--- src/design/assert_macros.svh ---
// Assertion macros shared by the allocator modules.
// No dependencies; include by bare file name.
`ifndef ASSERT_MACROS_SVH
`define ASSERT_MACROS_SVH

// Check a property on every rising edge while out of reset.
`define ASSERT_PROP(lbl, clk, rstn, prop, msg) \
    lbl: assert property (@(posedge clk) disable iff (!rstn) (prop)) else $error(msg);

// Check that a condition never holds while out of reset.
`define ASSERT_NEVER(lbl, clk, rstn, cond, msg) \
    `ASSERT_PROP(lbl, clk, rstn, !(cond), msg)

`endif

--- src/design/ffra_pkg.sv ---
// Shared types and constants for the first-fit region allocator.
// No dependencies.
package ffra_pkg;

    localparam int SLOTS_DEF = 512;
    localparam int IDS_DEF   = 32;

    localparam int OP_W     = 1;
    localparam int REQ_W    = 10;
    localparam int ID_W     = 5;
    localparam int STATUS_W = 2;
    localparam int SLOT_W   = 9;

    typedef enum logic [OP_W-1:0] {
        OP_ALLOC = 1'b0,
        OP_FREE  = 1'b1
    } op_t;

    typedef enum logic [STATUS_W-1:0] {
        ST_OK      = 2'd0,
        ST_NO_ROOM = 2'd1,
        ST_IDS_OUT = 2'd2,
        ST_UNKNOWN = 2'd3
    } status_t;

    // Controller to datapath commands
    typedef struct packed {
        logic    clr_step;
        logic    capture;
        logic    scan_start;
        logic    scan_step;
        logic    mark_start;
        logic    mark_step;
        logic    tbl_rd;
        logic    free_start;
        logic    free_step;
        logic    emit;
        status_t status;
    } cmd_t;

    // Datapath to controller status
    typedef struct packed {
        logic clr_done;
        logic ids_out;
        logic size_bad;
        logic id_bad;
        logic found;
        logic scan_fail;
        logic span_done;
    } sts_t;

endpackage

--- src/design/first_fit_region_allocator_core.sv ---
// Top level of the first-fit region allocator.
// Depends on ffra_pkg, ffra_ctrl, ffra_dp (and through it ffra_ram).
//
//  Channel   Handshake             Beat fields
//  --------  --------------------  -----------------------------------------
//  command   start, busy (in)      operation, request_size, region_id
//  result    done strobe (out)     status, granted_id, first_slot, last_slot
//
// Cycles: a command beat is taken at a rising edge with start high and busy low.
//   An error (ids exhausted, bad size, unknown id) shows its result the next cycle.
//   Allocate scans the slot map up to the last slot of the granted run, through the
//   registered read port of the slot map RAM, then marks each slot of the run.
//   A failed scan covers all SLOTS slots. Free reads the region table, then clears its slots.
// Reset: after rst_n the block walks the slot map, clearing one slot a cycle, with busy
//   high until every slot is clear; only then is the first command beat taken.
// Stalls: the receiver cannot stall; done is high for exactly one cycle per beat.
module first_fit_region_allocator_core #(
    parameter int SLOTS = ffra_pkg::SLOTS_DEF,
    parameter int IDS   = ffra_pkg::IDS_DEF
) (
    input  logic                             clk,
    input  logic                             rst_n,
    // command channel
    input  logic                             start,
    output logic                             busy,
    input  logic [ffra_pkg::OP_W-1:0]        operation,
    input  logic [ffra_pkg::REQ_W-1:0]       request_size,
    input  logic [ffra_pkg::ID_W-1:0]        region_id,
    // result channel
    output logic                             done,
    output logic [ffra_pkg::STATUS_W-1:0]    status,
    output logic [ffra_pkg::ID_W-1:0]        granted_id,
    output logic [ffra_pkg::SLOT_W-1:0]      first_slot,
    output logic [ffra_pkg::SLOT_W-1:0]      last_slot
);

    // Commands from the sequencer, flags back from the datapath.
    ffra_pkg::cmd_t cmd;
    ffra_pkg::sts_t sts;

    // Sequencer: clear pass after reset, then decode each command beat,
    // drive the scan, advance the mark or free sweep and fire the result.
    ffra_ctrl u_ctrl (
        .clk       (clk),
        .rst_n     (rst_n),
        .start     (start),
        .operation (operation),
        .sts       (sts),
        .cmd       (cmd),
        .busy      (busy)
    );

    // Datapath: slot map and region table RAMs, live bits, id counter,
    // run counter and result registers that hold the last beat.
    ffra_dp #(
        .SLOTS (SLOTS),
        .IDS   (IDS)
    ) u_dp (
        .clk          (clk),
        .rst_n        (rst_n),
        .cmd          (cmd),
        .request_size (request_size),
        .region_id    (region_id),
        .sts          (sts),
        .done         (done),
        .status       (status),
        .granted_id   (granted_id),
        .first_slot   (first_slot),
        .last_slot    (last_slot)
    );

endmodule

--- src/design/ffra_ram.sv ---
// Generic simple dual-port RAM: one write port, one registered read port.
// No dependencies.
module ffra_ram #(
    parameter int WIDTH = 1,
    parameter int DEPTH = 2
) (
    input  logic                     clk,
    input  logic                     wr_en,
    input  logic [$clog2(DEPTH)-1:0] wr_addr,
    input  logic [WIDTH-1:0]         wr_data,
    input  logic                     rd_en,
    input  logic [$clog2(DEPTH)-1:0] rd_addr,
    output logic [WIDTH-1:0]         rd_data
);

    logic [WIDTH-1:0] mem_reg [DEPTH];
    logic [WIDTH-1:0] rd_data_reg;

    always_ff @(posedge clk)
    begin
        if (wr_en)
        begin
            mem_reg[wr_addr] <= wr_data;
        end
        if (rd_en)
        begin
            rd_data_reg <= mem_reg[rd_addr];
        end
    end

    assign rd_data = rd_data_reg;

endmodule

--- src/design/ffra_ctrl.sv ---
// Allocator controller: sequences clear, scan, mark and free phases.
// Depends on ffra_pkg and assert_macros.svh.
`include "assert_macros.svh"

module ffra_ctrl (
    input  logic                         clk,
    input  logic                         rst_n,
    input  logic                         start,
    input  logic [ffra_pkg::OP_W-1:0]    operation,
    input  ffra_pkg::sts_t               sts,
    output ffra_pkg::cmd_t               cmd,
    output logic                         busy
);

    typedef enum logic [5:0] {
        S_CLEAR    = 6'b000001,
        S_IDLE     = 6'b000010,
        S_SCAN     = 6'b000100,
        S_MARK     = 6'b001000,
        S_FREE_LD  = 6'b010000,
        S_FREE_CLR = 6'b100000
    } state_t;

    state_t state_reg;
    state_t state_next;

    always_comb
    begin
        state_next = state_reg;
        cmd        = '0;
        cmd.status = ffra_pkg::ST_OK;
        case (state_reg)
            S_CLEAR:
            begin
                cmd.clr_step = 1'b1;
                if (sts.clr_done)
                begin
                    state_next = S_IDLE;
                end
            end
            S_IDLE:
            begin
                if (start)
                begin
                    cmd.capture = 1'b1;
                    if (operation == ffra_pkg::OP_ALLOC)
                    begin
                        if (sts.ids_out)
                        begin
                            cmd.emit   = 1'b1;
                            cmd.status = ffra_pkg::ST_IDS_OUT;
                        end
                        else if (sts.size_bad)
                        begin
                            cmd.emit   = 1'b1;
                            cmd.status = ffra_pkg::ST_NO_ROOM;
                        end
                        else
                        begin
                            cmd.scan_start = 1'b1;
                            state_next     = S_SCAN;
                        end
                    end
                    else
                    begin
                        if (sts.id_bad)
                        begin
                            cmd.emit   = 1'b1;
                            cmd.status = ffra_pkg::ST_UNKNOWN;
                        end
                        else
                        begin
                            cmd.tbl_rd = 1'b1;
                            state_next = S_FREE_LD;
                        end
                    end
                end
            end
            S_SCAN:
            begin
                cmd.scan_step = 1'b1;
                if (sts.found)
                begin
                    cmd.mark_start = 1'b1;
                    state_next     = S_MARK;
                end
                else if (sts.scan_fail)
                begin
                    cmd.emit   = 1'b1;
                    cmd.status = ffra_pkg::ST_NO_ROOM;
                    state_next = S_IDLE;
                end
            end
            S_MARK:
            begin
                cmd.mark_step = 1'b1;
                if (sts.span_done)
                begin
                    cmd.emit   = 1'b1;
                    state_next = S_IDLE;
                end
            end
            S_FREE_LD:
            begin
                cmd.free_start = 1'b1;
                state_next     = S_FREE_CLR;
            end
            S_FREE_CLR:
            begin
                cmd.free_step = 1'b1;
                if (sts.span_done)
                begin
                    cmd.emit   = 1'b1;
                    state_next = S_IDLE;
                end
            end
            default:
            begin
                state_next = S_IDLE;
            end
        endcase
    end

    always_ff @(posedge clk or negedge rst_n)
    begin
        if (!rst_n)
        begin
            state_reg <= S_CLEAR;
        end
        else
        begin
            state_reg <= state_next;
        end
    end

    assign busy = (state_reg != S_IDLE);

    `ASSERT_PROP(a_emit_to_idle, clk, rst_n, cmd.emit |=> state_reg == S_IDLE, "result beat not followed by idle")
    `ASSERT_NEVER(a_scan_no_early_emit, clk, rst_n, $past(cmd.scan_start) && cmd.emit, "scan ended before any slot was read")

endmodule

--- src/design/ffra_dp.sv ---
// Allocator datapath: slot map RAM, region table RAM, live bits, id counter,
// scan/mark pointers and result registers. Depends on ffra_pkg, ffra_ram,
// assert_macros.svh.
`include "assert_macros.svh"

module ffra_dp #(
    parameter int SLOTS = ffra_pkg::SLOTS_DEF,
    parameter int IDS   = ffra_pkg::IDS_DEF
) (
    input  logic                             clk,
    input  logic                             rst_n,
    input  ffra_pkg::cmd_t                   cmd,
    input  logic [ffra_pkg::REQ_W-1:0]       request_size,
    input  logic [ffra_pkg::ID_W-1:0]        region_id,
    output ffra_pkg::sts_t                   sts,
    output logic                             done,
    output logic [ffra_pkg::STATUS_W-1:0]    status,
    output logic [ffra_pkg::ID_W-1:0]        granted_id,
    output logic [ffra_pkg::SLOT_W-1:0]      first_slot,
    output logic [ffra_pkg::SLOT_W-1:0]      last_slot
);

    localparam int SW = $clog2(SLOTS);
    localparam int CW = $clog2(SLOTS + 1);
    localparam int IW = $clog2(IDS);
    localparam int NW = $clog2(IDS + 1);

    // control state
    logic [SW-1:0]  wr_ptr_reg, wr_ptr_next;
    logic [CW-1:0]  rd_ptr_reg, rd_ptr_next;
    logic           pend_reg, pend_next;
    logic [CW-1:0]  run_reg, run_next;
    logic [IDS-1:0] live_reg, live_next;
    logic [NW-1:0]  next_id_reg, next_id_next;
    logic           done_reg;

    // payload
    logic [CW-1:0]     size_reg;
    logic [IW-1:0]     id_reg;
    logic [SW-1:0]     chk_reg;
    logic [SW-1:0]     end_reg;
    logic [SW-1:0]     first_reg;
    logic [SW-1:0]     last_reg;
    ffra_pkg::status_t status_reg;
    logic [ffra_pkg::ID_W-1:0]   gid_reg;
    logic [ffra_pkg::SLOT_W-1:0] fs_reg;
    logic [ffra_pkg::SLOT_W-1:0] ls_reg;

    logic          slot_wr_en;
    logic [0:0]    slot_wr_data;
    logic          slot_rd_en;
    logic [0:0]    slot_rd_data;
    logic [2*SW-1:0] tbl_wr_data;
    logic [2*SW-1:0] tbl_rd_data;

    logic          rd_in_range;
    logic [CW-1:0] run_eval;
    logic [CW-1:0] first_calc;
    logic [SW-1:0] found_first;
    logic [IW-1:0] id_in;
    logic [IW-1:0] new_id;
    logic          id_range;
    logic          found;

    assign rd_in_range = (32'(rd_ptr_reg) < SLOTS);
    assign run_eval    = slot_rd_data[0] ? '0 : run_reg + CW'(1);
    assign found       = pend_reg && (run_eval == size_reg);
    assign first_calc  = CW'(chk_reg) + CW'(1) - size_reg;
    assign found_first = first_calc[SW-1:0];
    assign id_in       = IW'(region_id);
    assign new_id      = next_id_reg[IW-1:0];
    assign id_range    = (region_id != '0) && (32'(region_id) < IDS);

    assign sts.clr_done  = (wr_ptr_reg == SW'(SLOTS - 1));
    assign sts.ids_out   = (32'(next_id_reg) >= IDS);
    assign sts.size_bad  = (request_size == '0) || (32'(request_size) > SLOTS);
    assign sts.id_bad    = !id_range || !live_reg[id_in];
    assign sts.found     = found;
    assign sts.scan_fail = pend_reg && !found && (chk_reg == SW'(SLOTS - 1));
    assign sts.span_done = (wr_ptr_reg == end_reg);

    // slot map: one bit per slot, set while owned
    assign slot_wr_en   = cmd.clr_step || cmd.mark_step || cmd.free_step;
    assign slot_wr_data = cmd.mark_step;
    assign slot_rd_en   = cmd.scan_step && rd_in_range;

    ffra_ram #(
        .WIDTH (1),
        .DEPTH (SLOTS)
    ) u_slot_ram (
        .clk     (clk),
        .wr_en   (slot_wr_en),
        .wr_addr (wr_ptr_reg),
        .wr_data (slot_wr_data),
        .rd_en   (slot_rd_en),
        .rd_addr (rd_ptr_reg[SW-1:0]),
        .rd_data (slot_rd_data)
    );

    // region table: {first, last} per id
    assign tbl_wr_data = {found_first, chk_reg};

    ffra_ram #(
        .WIDTH (2 * SW),
        .DEPTH (IDS)
    ) u_tbl_ram (
        .clk     (clk),
        .wr_en   (cmd.mark_start),
        .wr_addr (new_id),
        .wr_data (tbl_wr_data),
        .rd_en   (cmd.tbl_rd),
        .rd_addr (id_in),
        .rd_data (tbl_rd_data)
    );

    always_comb
    begin
        wr_ptr_next  = wr_ptr_reg;
        rd_ptr_next  = rd_ptr_reg;
        pend_next    = pend_reg;
        run_next     = run_reg;
        live_next    = live_reg;
        next_id_next = next_id_reg;

        if (slot_wr_en)
        begin
            wr_ptr_next = wr_ptr_reg + SW'(1);
        end
        if (cmd.mark_start)
        begin
            wr_ptr_next          = found_first;
            live_next[new_id]    = 1'b1;
            next_id_next         = next_id_reg + NW'(1);
        end
        if (cmd.free_start)
        begin
            wr_ptr_next       = tbl_rd_data[2*SW-1:SW];
            live_next[id_reg] = 1'b0;
        end

        if (cmd.scan_start)
        begin
            rd_ptr_next = '0;
            pend_next   = 1'b0;
            run_next    = '0;
        end
        else if (cmd.scan_step)
        begin
            pend_next = rd_in_range;
            if (rd_in_range)
            begin
                rd_ptr_next = rd_ptr_reg + CW'(1);
            end
            if (pend_reg)
            begin
                run_next = run_eval;
            end
        end
    end

    always_ff @(posedge clk or negedge rst_n)
    begin
        if (!rst_n)
        begin
            wr_ptr_reg  <= '0;
            rd_ptr_reg  <= '0;
            pend_reg    <= 1'b0;
            run_reg     <= '0;
            live_reg    <= '0;
            next_id_reg <= NW'(1);
            done_reg    <= 1'b0;
        end
        else
        begin
            wr_ptr_reg  <= wr_ptr_next;
            rd_ptr_reg  <= rd_ptr_next;
            pend_reg    <= pend_next;
            run_reg     <= run_next;
            live_reg    <= live_next;
            next_id_reg <= next_id_next;
            done_reg    <= cmd.emit;
        end
    end

    always_ff @(posedge clk)
    begin
        if (cmd.capture)
        begin
            size_reg <= CW'(request_size);
            id_reg   <= id_in;
        end
        if (cmd.scan_step)
        begin
            chk_reg <= rd_ptr_reg[SW-1:0];
        end
        if (cmd.mark_start)
        begin
            id_reg    <= new_id;
            first_reg <= found_first;
            last_reg  <= chk_reg;
            end_reg   <= chk_reg;
        end
        if (cmd.free_start)
        begin
            first_reg <= tbl_rd_data[2*SW-1:SW];
            last_reg  <= tbl_rd_data[SW-1:0];
            end_reg   <= tbl_rd_data[SW-1:0];
        end
        if (cmd.emit)
        begin
            status_reg <= cmd.status;
            if (cmd.status == ffra_pkg::ST_OK)
            begin
                gid_reg <= ffra_pkg::ID_W'(id_reg);
                fs_reg  <= ffra_pkg::SLOT_W'(first_reg);
                ls_reg  <= ffra_pkg::SLOT_W'(last_reg);
            end
            else
            begin
                gid_reg <= '0;
                fs_reg  <= '0;
                ls_reg  <= '0;
            end
        end
    end

    assign done       = done_reg;
    assign status     = status_reg;
    assign granted_id = gid_reg;
    assign first_slot = fs_reg;
    assign last_slot  = ls_reg;

    `ASSERT_PROP(a_span_bound, clk, rst_n, (cmd.mark_step || cmd.free_step) |-> wr_ptr_reg <= end_reg, "slot write pointer passed the end of the span")
    `ASSERT_NEVER(a_no_id_when_out, clk, rst_n, cmd.mark_start && sts.ids_out, "region marked with ids exhausted")
    `ASSERT_PROP(a_ok_bounds, clk, rst_n, (cmd.emit && cmd.status == ffra_pkg::ST_OK) |-> first_reg <= last_reg, "granted region has first slot after last slot")

endmodule

--- config.mk ---
export PLATFORM = sky130hd
export DESIGN_NAME = first_fit_region_allocator_core
export DESIGN_NICKNAME = d
export VERILOG_FILES = /design/src/design/ffra_pkg.sv /design/src/design/first_fit_region_allocator_core.sv /design/src/design/ffra_ram.sv /design/src/design/ffra_ctrl.sv /design/src/design/ffra_dp.sv
export VERILOG_INCLUDE_DIRS = /design/src /design/src/design
export SDC_FILE = /design/constraint.sdc
export NUM_CORES = 2
export LEC_CHECK = 0
export ABC_AREA = 0
export BUFFER_PORTS_ARGS = -buffer_cell sky130_fd_sc_hd__buf_2
export CORE_UTILIZATION = 40
export CTS_CLUSTER_SIZE = 16
export DETAILED_ROUTE_END_ITERATION = 12
export PLACE_DENSITY = 0.63
export SYNTH_ARGS = -nofsm -noshare
export SYNTH_HDL_FRONTEND = slang
export SYNTH_SLANG_ARGS = --single-unit
--- constraint.sdc ---
create_clock -name clk -period 23.5 [get_ports clk]
set_clock_uncertainty 0.15 [all_clocks]
set_input_delay 4.7 -clock clk [delete_from_list [all_inputs] [get_ports clk]]
set_output_delay 4.7 -clock clk [all_outputs]
set_load 0.005 [all_outputs]
; Yosys cells after proc, flatten, opt, wreduce, memory -nomap -nowiden
; Memories as Yosys holds them, arrays and structs flattened. A register that Yosys moved wholly into a read port is not among the register bits.
; Cells that the tools add are included.
[totals]
input_bits = 19
mem_count = 2
mem_bits_rw = 1088
output_inout_bits = 27
reg_bits = 142
[op_classes]
magnitude_cmp = 8
addsub = 6
n_bitwise = 3
reduce_logical = 26
n_eq_ne = 18
n_mux = 65
[memory_table]
columns = name, depth, word_bits, read_ports, rd_ports_with_merged_regs, wr, line_no
row1 = u_dp.u_tbl_ram.mem_reg, 32, 18, 1, 1, 1, ffra_ram.sv:16  ; logic [WIDTH-1:0] mem_reg [DEPTH];
row2 = u_dp.u_slot_ram.mem_reg, 512, 1, 1, 1, 1, ffra_ram.sv:16
[ops]
columns = op, count
row1 = 10-bit two-way mux, 7
row2 = 32-bit two-way mux, 2
row3 = 9-bit two-way mux, 7
row4 = 6-bit two-way mux, 9
row5 = 32-bit AND, 1
row6 = 32-bit NOT, 1
row7 = 32-bit bitwise OR, 1
row8 = 6-bit case mux with 5 select lines, 1
row9 = 1-bit two-way mux, 22
row10 = 3-bit two-way mux, 7
row11 = 10-bit by 1-bit adder with 10-bit output (second input constant), 2
row12 = 9-bit by 1-bit adder with 9-bit output (second input constant), 2
row13 = 9-bit == test (second input constant), 2
row14 = 5-bit by 6-bit < comparator with 1-bit output (second input constant), 3
row15 = 1-bit demux with 5-bit select, 2
row16 = 10-bit == test, 1
row17 = 5-bit by 1-bit greater-or-equal comparator with 1-bit output (second input constant), 2
row18 = 10-bit greater-than comparator (second input constant), 1
row19 = 10-bit zero test, 1
row20 = 10-bit < comparator (second input constant), 1
row21 = 5-bit two-way mux, 2
row22 = 2-bit nonzero test, 5
row23 = 9-bit == test, 1
row24 = 3-bit != test (second input constant), 3
row25 = 26 further kinds, 40

; Longest topological paths before layout
[logic_depth]
depth_word = 11
depth_mapped = 14
mapped_depth_nobuf = 14

; Hierarchy
; A second synthesis with hierarchy kept.
[hier_totals]
cells_unflattened = 3564
area_unflattened_um2 = 53217.3
[modules_own_cells]
columns = module, cells_each, n_inst, area_each_um2, seq_area_each_um2
row1 = ffra_ram (u_dp.u_tbl_ram), 1278, 1, 23231.0, 17837.1
row2 = ffra_ram (u_dp.u_slot_ram), 1615, 1, 22619.2, 15404.8
row3 = ffra_dp, 621, 1, 6895.4, 3714.8
row4 = ffra_ctrl, 50, 1, 471.7, 151.4

; Worst setup path after synthesis
; No wires, ideal clock.
[synth_path]
path_type = register to register
from = reg u_ctrl.state_reg[1]
to = mem u_dp.u_slot_ram.mem_reg[0], data pin
slack_ps = -1914
t_arrival_ps = 21048
setup_time_ps = 4216
path_stages_with_launch = 4
t_required_ps = 19134
path_cell_list = dfrtp_1 nor2_1 nand2_1 nor3b_1
[synth_lines]
columns = item, line_no
row1 = "start, declared", ffra_ctrl.sv:24  ; state_t state_reg;
row2 = "start signal, assigned", ffra_ctrl.sv:132  ; state_reg <= state_next;
row3 = "end, declared", ffra_ram.sv:16

; Final worst setup path
[layout_path]
from = in region_id[0] (netlist name)
to = reg u_dp.u_tbl_ram.rd_data_reg[6], in the netlist u_dp.u_tbl_ram.rd_data[6], read port of u_dp.u_tbl_ram.mem_reg, data pin
[layout_via]
elab_chain_len = 8
word_cells_on_any_way = 10
classes_between = mux: 6 / reduce/logical: 4
[layout_rtl]
columns = item, line_no
row1 = "start, declared", first_fit_region_allocator_core.sv:28  ; input logic [ffra_pkg::ID_W-1:0] region_id,
row2 = 1-bit binary-select mux with 5-bit select, ffra_dp.sv:77  ; assign sts.id_bad = !id_range || !live_reg[id_in];
row3 = 1-bit two-way mux (implied by the code), ffra_dp.sv:77
row4 = 1-bit zero test, ffra_dp.sv:77
row5 = 1-bit logical OR, ffra_dp.sv:77
row6 = 1-bit two-way mux, ffra_ctrl.sv:66  ; if (sts.id_bad)
row7 = 1-bit two-way mux, ffra_ctrl.sv:46  ; if (operation == ffra_pkg::OP_ALLOC)
row8 = 1-bit two-way mux, ffra_ctrl.sv:43  ; if (start)
row9 = 1-bit two-way mux, ffra_ctrl.sv:32  ; case (state_reg)
row10 = "end, declared", ffra_ram.sv:17  ; logic [WIDTH-1:0] rd_data_reg;
; Parallel ways exist; a longest one is shown, timed or not. The select of a mux whose other input is x is not followed.
; A chain may end at the register's enable or synchronous reset.

==> impl_results.rst <==
.. list-table::
   :header-rows: 1

   * - Metric
     - Value
   * - Outcome
     - finished clean
   * - Buffers plus inverters on the worst setup path
     - 3
   * - Library cell contributing the largest single delay on the critical path
     - sky130_fd_sc_hd__buf_4
   * - DIE HEIGHT
     - 362.4 um
   * - Buffers added on ports
     - 45
   * - Sum of internal, switching and leakage power
     - 5.964 mW
   * - Category of the worst setup path capture point
     - register
   * - Synthesized Nets
     - 3171
   * - Effective utilization at floorplan
     - 40.54%
   * - Setup TNS
     - 0 ps
   * - Worst slack at placement
     - 15070 ps
   * - Highest achievable clock rate
     - 0.1330 GHz
   * - Core Util, Final
     - 45.69%
   * - Largest fanout on the critical path
     - 48
   * - Post-route fraction of the period consumed by the critical path
     - 32.00%
   * - Area of the mapped netlist
     - 51960 sq um
   * - Post-synthesis area per instance
     - 16.63 sq um
   * - Share of final-layout standard cells stronger than drive strength 1
     - 21.36%
   * - Top Family by Delay on Critical Path
     - buffers and inverters
   * - Cell taking the most area after synthesis
     - sky130_fd_sc_hd__edfxtp_1
   * - Most common library cell in the layout ignoring fill and taps
     - sky130_fd_sc_hd__edfxtp_1
   * - Reported leakage power
     - 19.06 nW
   * - Number of hold violations in the final report
     - 0
   * - Critical path, cell by cell
     - buf_8 > buf_4 > buf_4 > mux4_2 > mux4_2 > mux2_2
   * - Number of antenna violations at the first check in global routing
     - 4
   * - Flip-flop count of the largest register, all copies and words added
     - 576
   * - Core outline area
     - 128200 sq um
   * - Post-cts repair resize count
     - 0
   * - Flops & latches, synth
     - 1248
   * - Commonest cells after routing, fill and taps aside
     - sky130_fd_sc_hd__edfxtp_1 (1174), sky130_fd_sc_hd__nor2_1 (576), sky130_fd_sc_hd__mux4_2 (299)
   * - Final setup violation count
     - 0
   * - Clock tree buffer depth
     - 3
   * - Average vias per placed instance
     - 5.754
   * - Post-route cell area
     - 58560 sq um
   * - Arrival time of the worst setup path
     - 7890 ps
   * - Sequential cell area
     - 37120 sq um
   * - Total number of nets in the final design
     - 3201
   * - Number of routed nets with antenna violations
     - 0
   * - HPWL reported at the end of detailed placement
     - 71300 um
   * - Sequential fraction of the synthesis area
     - 71.42%
   * - Antenna diodes
     - 0
   * - Post-synth top area share
     - 67.85%
   * - Most area-consuming cells after synthesis
     - sky130_fd_sc_hd__edfxtp_1 (68%), sky130_fd_sc_hd__mux4_2 (13%), sky130_fd_sc_hd__nor2_1 (4.4%)
   * - Std cell rows
     - 131
   * - Die boundary width
     - 362.4 um
   * - Final hold slack
     - 372.1 ps
   * - DRC violation count after routing
     - 0
   * - GPL Wtd Cong
     - 0.7925
   * - Area of the multi-input gates
     - 14170 sq um
   * - Power density of the placed cells
     - 101.8 nW/um^2
   * - Clock latency on the worst-skew pair
     - 770 ps
   * - Post-synth EDFFs
     - 1174
   * - Total of max-cap violations
     - 0
   * - WS Path Type
     - in2reg
   * - Max rail drop VDD
     - 0.00009676 V
   * - Worst path setup slack after routing
     - 15980 ps
   * - Area post-placement
     - 54340 sq um
   * - Master cell of the clock root buffer
     - sky130_fd_sc_hd__clkbuf_16
   * - Total congestion overflow after global routing
     - 0
   * - Instance count of the mapped netlist
     - 3125
   * - Count of H-tree levels built during CTS
     - 4
   * - Global-route wire length before repair
     - 192100 um
   * - Number of vias in the routed layout
     - 28724
   * - Async S/R FF share, synth
     - 5.929%
   * - Shortest period the worst path allows
     - 7520 ps
   * - Number of global-route vias before repair
     - 28038
   * - CTS tree
     - done
   * - Delay contributed by the slowest stage of the critical path
     - 770 ps
   * - Number of inserted filler cells in the final layout
     - 11011
   * - Full die area
     - 131300 sq um
   * - Final Non-Filler Cells
     - 4992
   * - Count of placed standard cells including taps
     - 4748
   * - Transition time at the pin with the least slew margin
     - 1260 ps
   * - Leading register cell type out of synthesis
     - sky130_fd_sc_hd__edfxtp_1
   * - Hold buffer count at CTS
     - 0
   * - Detailed Route WL
     - 132200 um
   * - Largest net degree at the start of global routing
     - 293
   * - Detailed-router iteration count before antenna repair
     - 5
   * - Ports placed on the boundary
     - 46
   * - Critical Path Start Type
     - input pin
   * - Number of slew-limit violations in the final report
     - 0
   * - Required time of the critical path
     - 23870 ps
   * - Worst min path class
     - reg2reg
   * - GRT Overall Usage
     - 20.17%
   * - Warnings, synthesis
     - 0
   * - RSZ-0062 raised after global routing
     - false
   * - Relative slew slack
     - 15.96%
   * - Area growth from synthesis to layout
     - 12.72%
   * - Number of DRC markers after the initial detailed-route iteration
     - 3537
   * - Number of buffers inserted to repair setup after CTS
     - 0
   * - Post-detailed-route wirelength per cell
     - 26.48 um
   * - Yosys cell types
     - 69
   * - CTS buffer count
     - 134
   * - Number of clock sinks seen by CTS
     - 1248
   * - Worst-path clk slew
     - 60 ps
cells in the mapped netlist, types with 7 or more instances:
| cell type | count |
|---|---|
| sky130_fd_sc_hd__a221oi_1 | 9 |
| sky130_fd_sc_hd__edfxtp_1 | 1174 |
| sky130_fd_sc_hd__o21ai_0 | 32 |
| sky130_fd_sc_hd__buf_1 | 30 |
| sky130_fd_sc_hd__inv_1 | 34 |
| sky130_fd_sc_hd__o211ai_1 | 7 |
| sky130_fd_sc_hd__a2bb2oi_1 | 7 |
| sky130_fd_sc_hd__a22oi_1 | 14 |
| sky130_fd_sc_hd__ha_1 | 26 |
| sky130_fd_sc_hd__nor3_1 | 19 |
| sky130_fd_sc_hd__mux2_2 | 22 |
| sky130_fd_sc_hd__a21oi_1 | 80 |
| sky130_fd_sc_hd__nand2_1 | 158 |
| sky130_fd_sc_hd__or3_1 | 11 |
| sky130_fd_sc_hd__nor2_1 | 610 |
| sky130_fd_sc_hd__and2_1 | 28 |
| sky130_fd_sc_hd__and3_1 | 9 |
| sky130_fd_sc_hd__clkbuf_1 | 153 |
| sky130_fd_sc_hd__xor2_1 | 18 |
| sky130_fd_sc_hd__nor3b_1 | 11 |
| sky130_fd_sc_hd__xnor2_1 | 24 |
| sky130_fd_sc_hd__nor2b_1 | 10 |
| sky130_fd_sc_hd__o22ai_1 | 10 |
| sky130_fd_sc_hd__mux4_2 | 299 |
| sky130_fd_sc_hd__nand4_1 | 14 |
| sky130_fd_sc_hd__dfrtp_1 | 72 |
| sky130_fd_sc_hd__buf_4 | 16 |
| sky130_fd_sc_hd__nand3_1 | 22 |
| sky130_fd_sc_hd__o221ai_1 | 14 |
| sky130_fd_sc_hd__a31oi_1 | 33 |
| sky130_fd_sc_hd__buf_2 | 17 |
| sky130_fd_sc_hd__mux2i_1 | 56 |
worst reg2reg max path: stages, from the launching register on:
cell	delay, ps
sky130_fd_sc_hd__dfrtp_4	1000
sky130_fd_sc_hd__buf_4	710
sky130_fd_sc_hd__buf_4	810
sky130_fd_sc_hd__mux4_2	610
sky130_fd_sc_hd__a22o_1	280
sky130_fd_sc_hd__o21ai_0	650
sky130_fd_sc_hd__o31ai_1	170
sky130_fd_sc_hd__a221oi_1	270
sky130_fd_sc_hd__o21ai_0	120
sky130_fd_sc_hd__o2111a_1	310
power by group:
group | internal, mW | leakage (nW) | total, mW | switching (mW)
sequential | 2.67 | 12.3 | 2.79 | 0.124
combinational | 0.374 | 4.72 | 1.12 | 0.751
clock | 1.18 | 2.08 | 2.05 | 0.866
total | 4.22 | 19.1 | 5.96 | 1.74
path summary, 6_finish.rpt:
path | cells past startpoint | to | start | slack [ps]
setup / recovery | 6 | u_dp.u_tbl_ram.rd_data[6] | region_id[0] | 15980
hold / removal | 1 | u_dp.first_slot[7] | u_dp.first_reg[7] | 370
setup reg to reg | 9 | u_dp.u_slot_ram.rd_data | u_dp.rd_ptr_reg[0] | 18160
hold reg to reg | 1 | u_dp.first_slot[7] | u_dp.first_reg[7] | 370
max in group asynchronous | 2 | u_dp.rd_ptr_reg[0] | rst_n | 18280
min in group asynchronous | 1 | u_dp.next_id_reg[4] | rst_n | 3660
kinds of logic after synthesis:
logic type / share of synthesized area, %
simple gates: 7.668
buf+inv: 1.992
fa+ha+maj: 0.6646
mux: 14.52
compound gates: 3.032
flops: 71.42
xor+xnor: 0.7080
final cells by class:
type | count | area share (%)
sequential | 1248 | 63.38
multi-input combinational | 1625 | 24.20
clock buffer | 169 | 6.168
tap | 1729 | 3.694
timing repair buffer | 111 | 1.288
clock inverter | 75 | 1.053
inverter | 35 | 0.2243
layer usage:
layer,vias up,share of wire (%),global-route usage [%]
li1,12115,-,-
met1,15092,43,29.24
met2,1302,46,30.64
met3,211,9.1,4.488
met4,4,2.1,5.626
met5,-,0.028,0
Note: power is estimated with default switching activity, not from simulation.
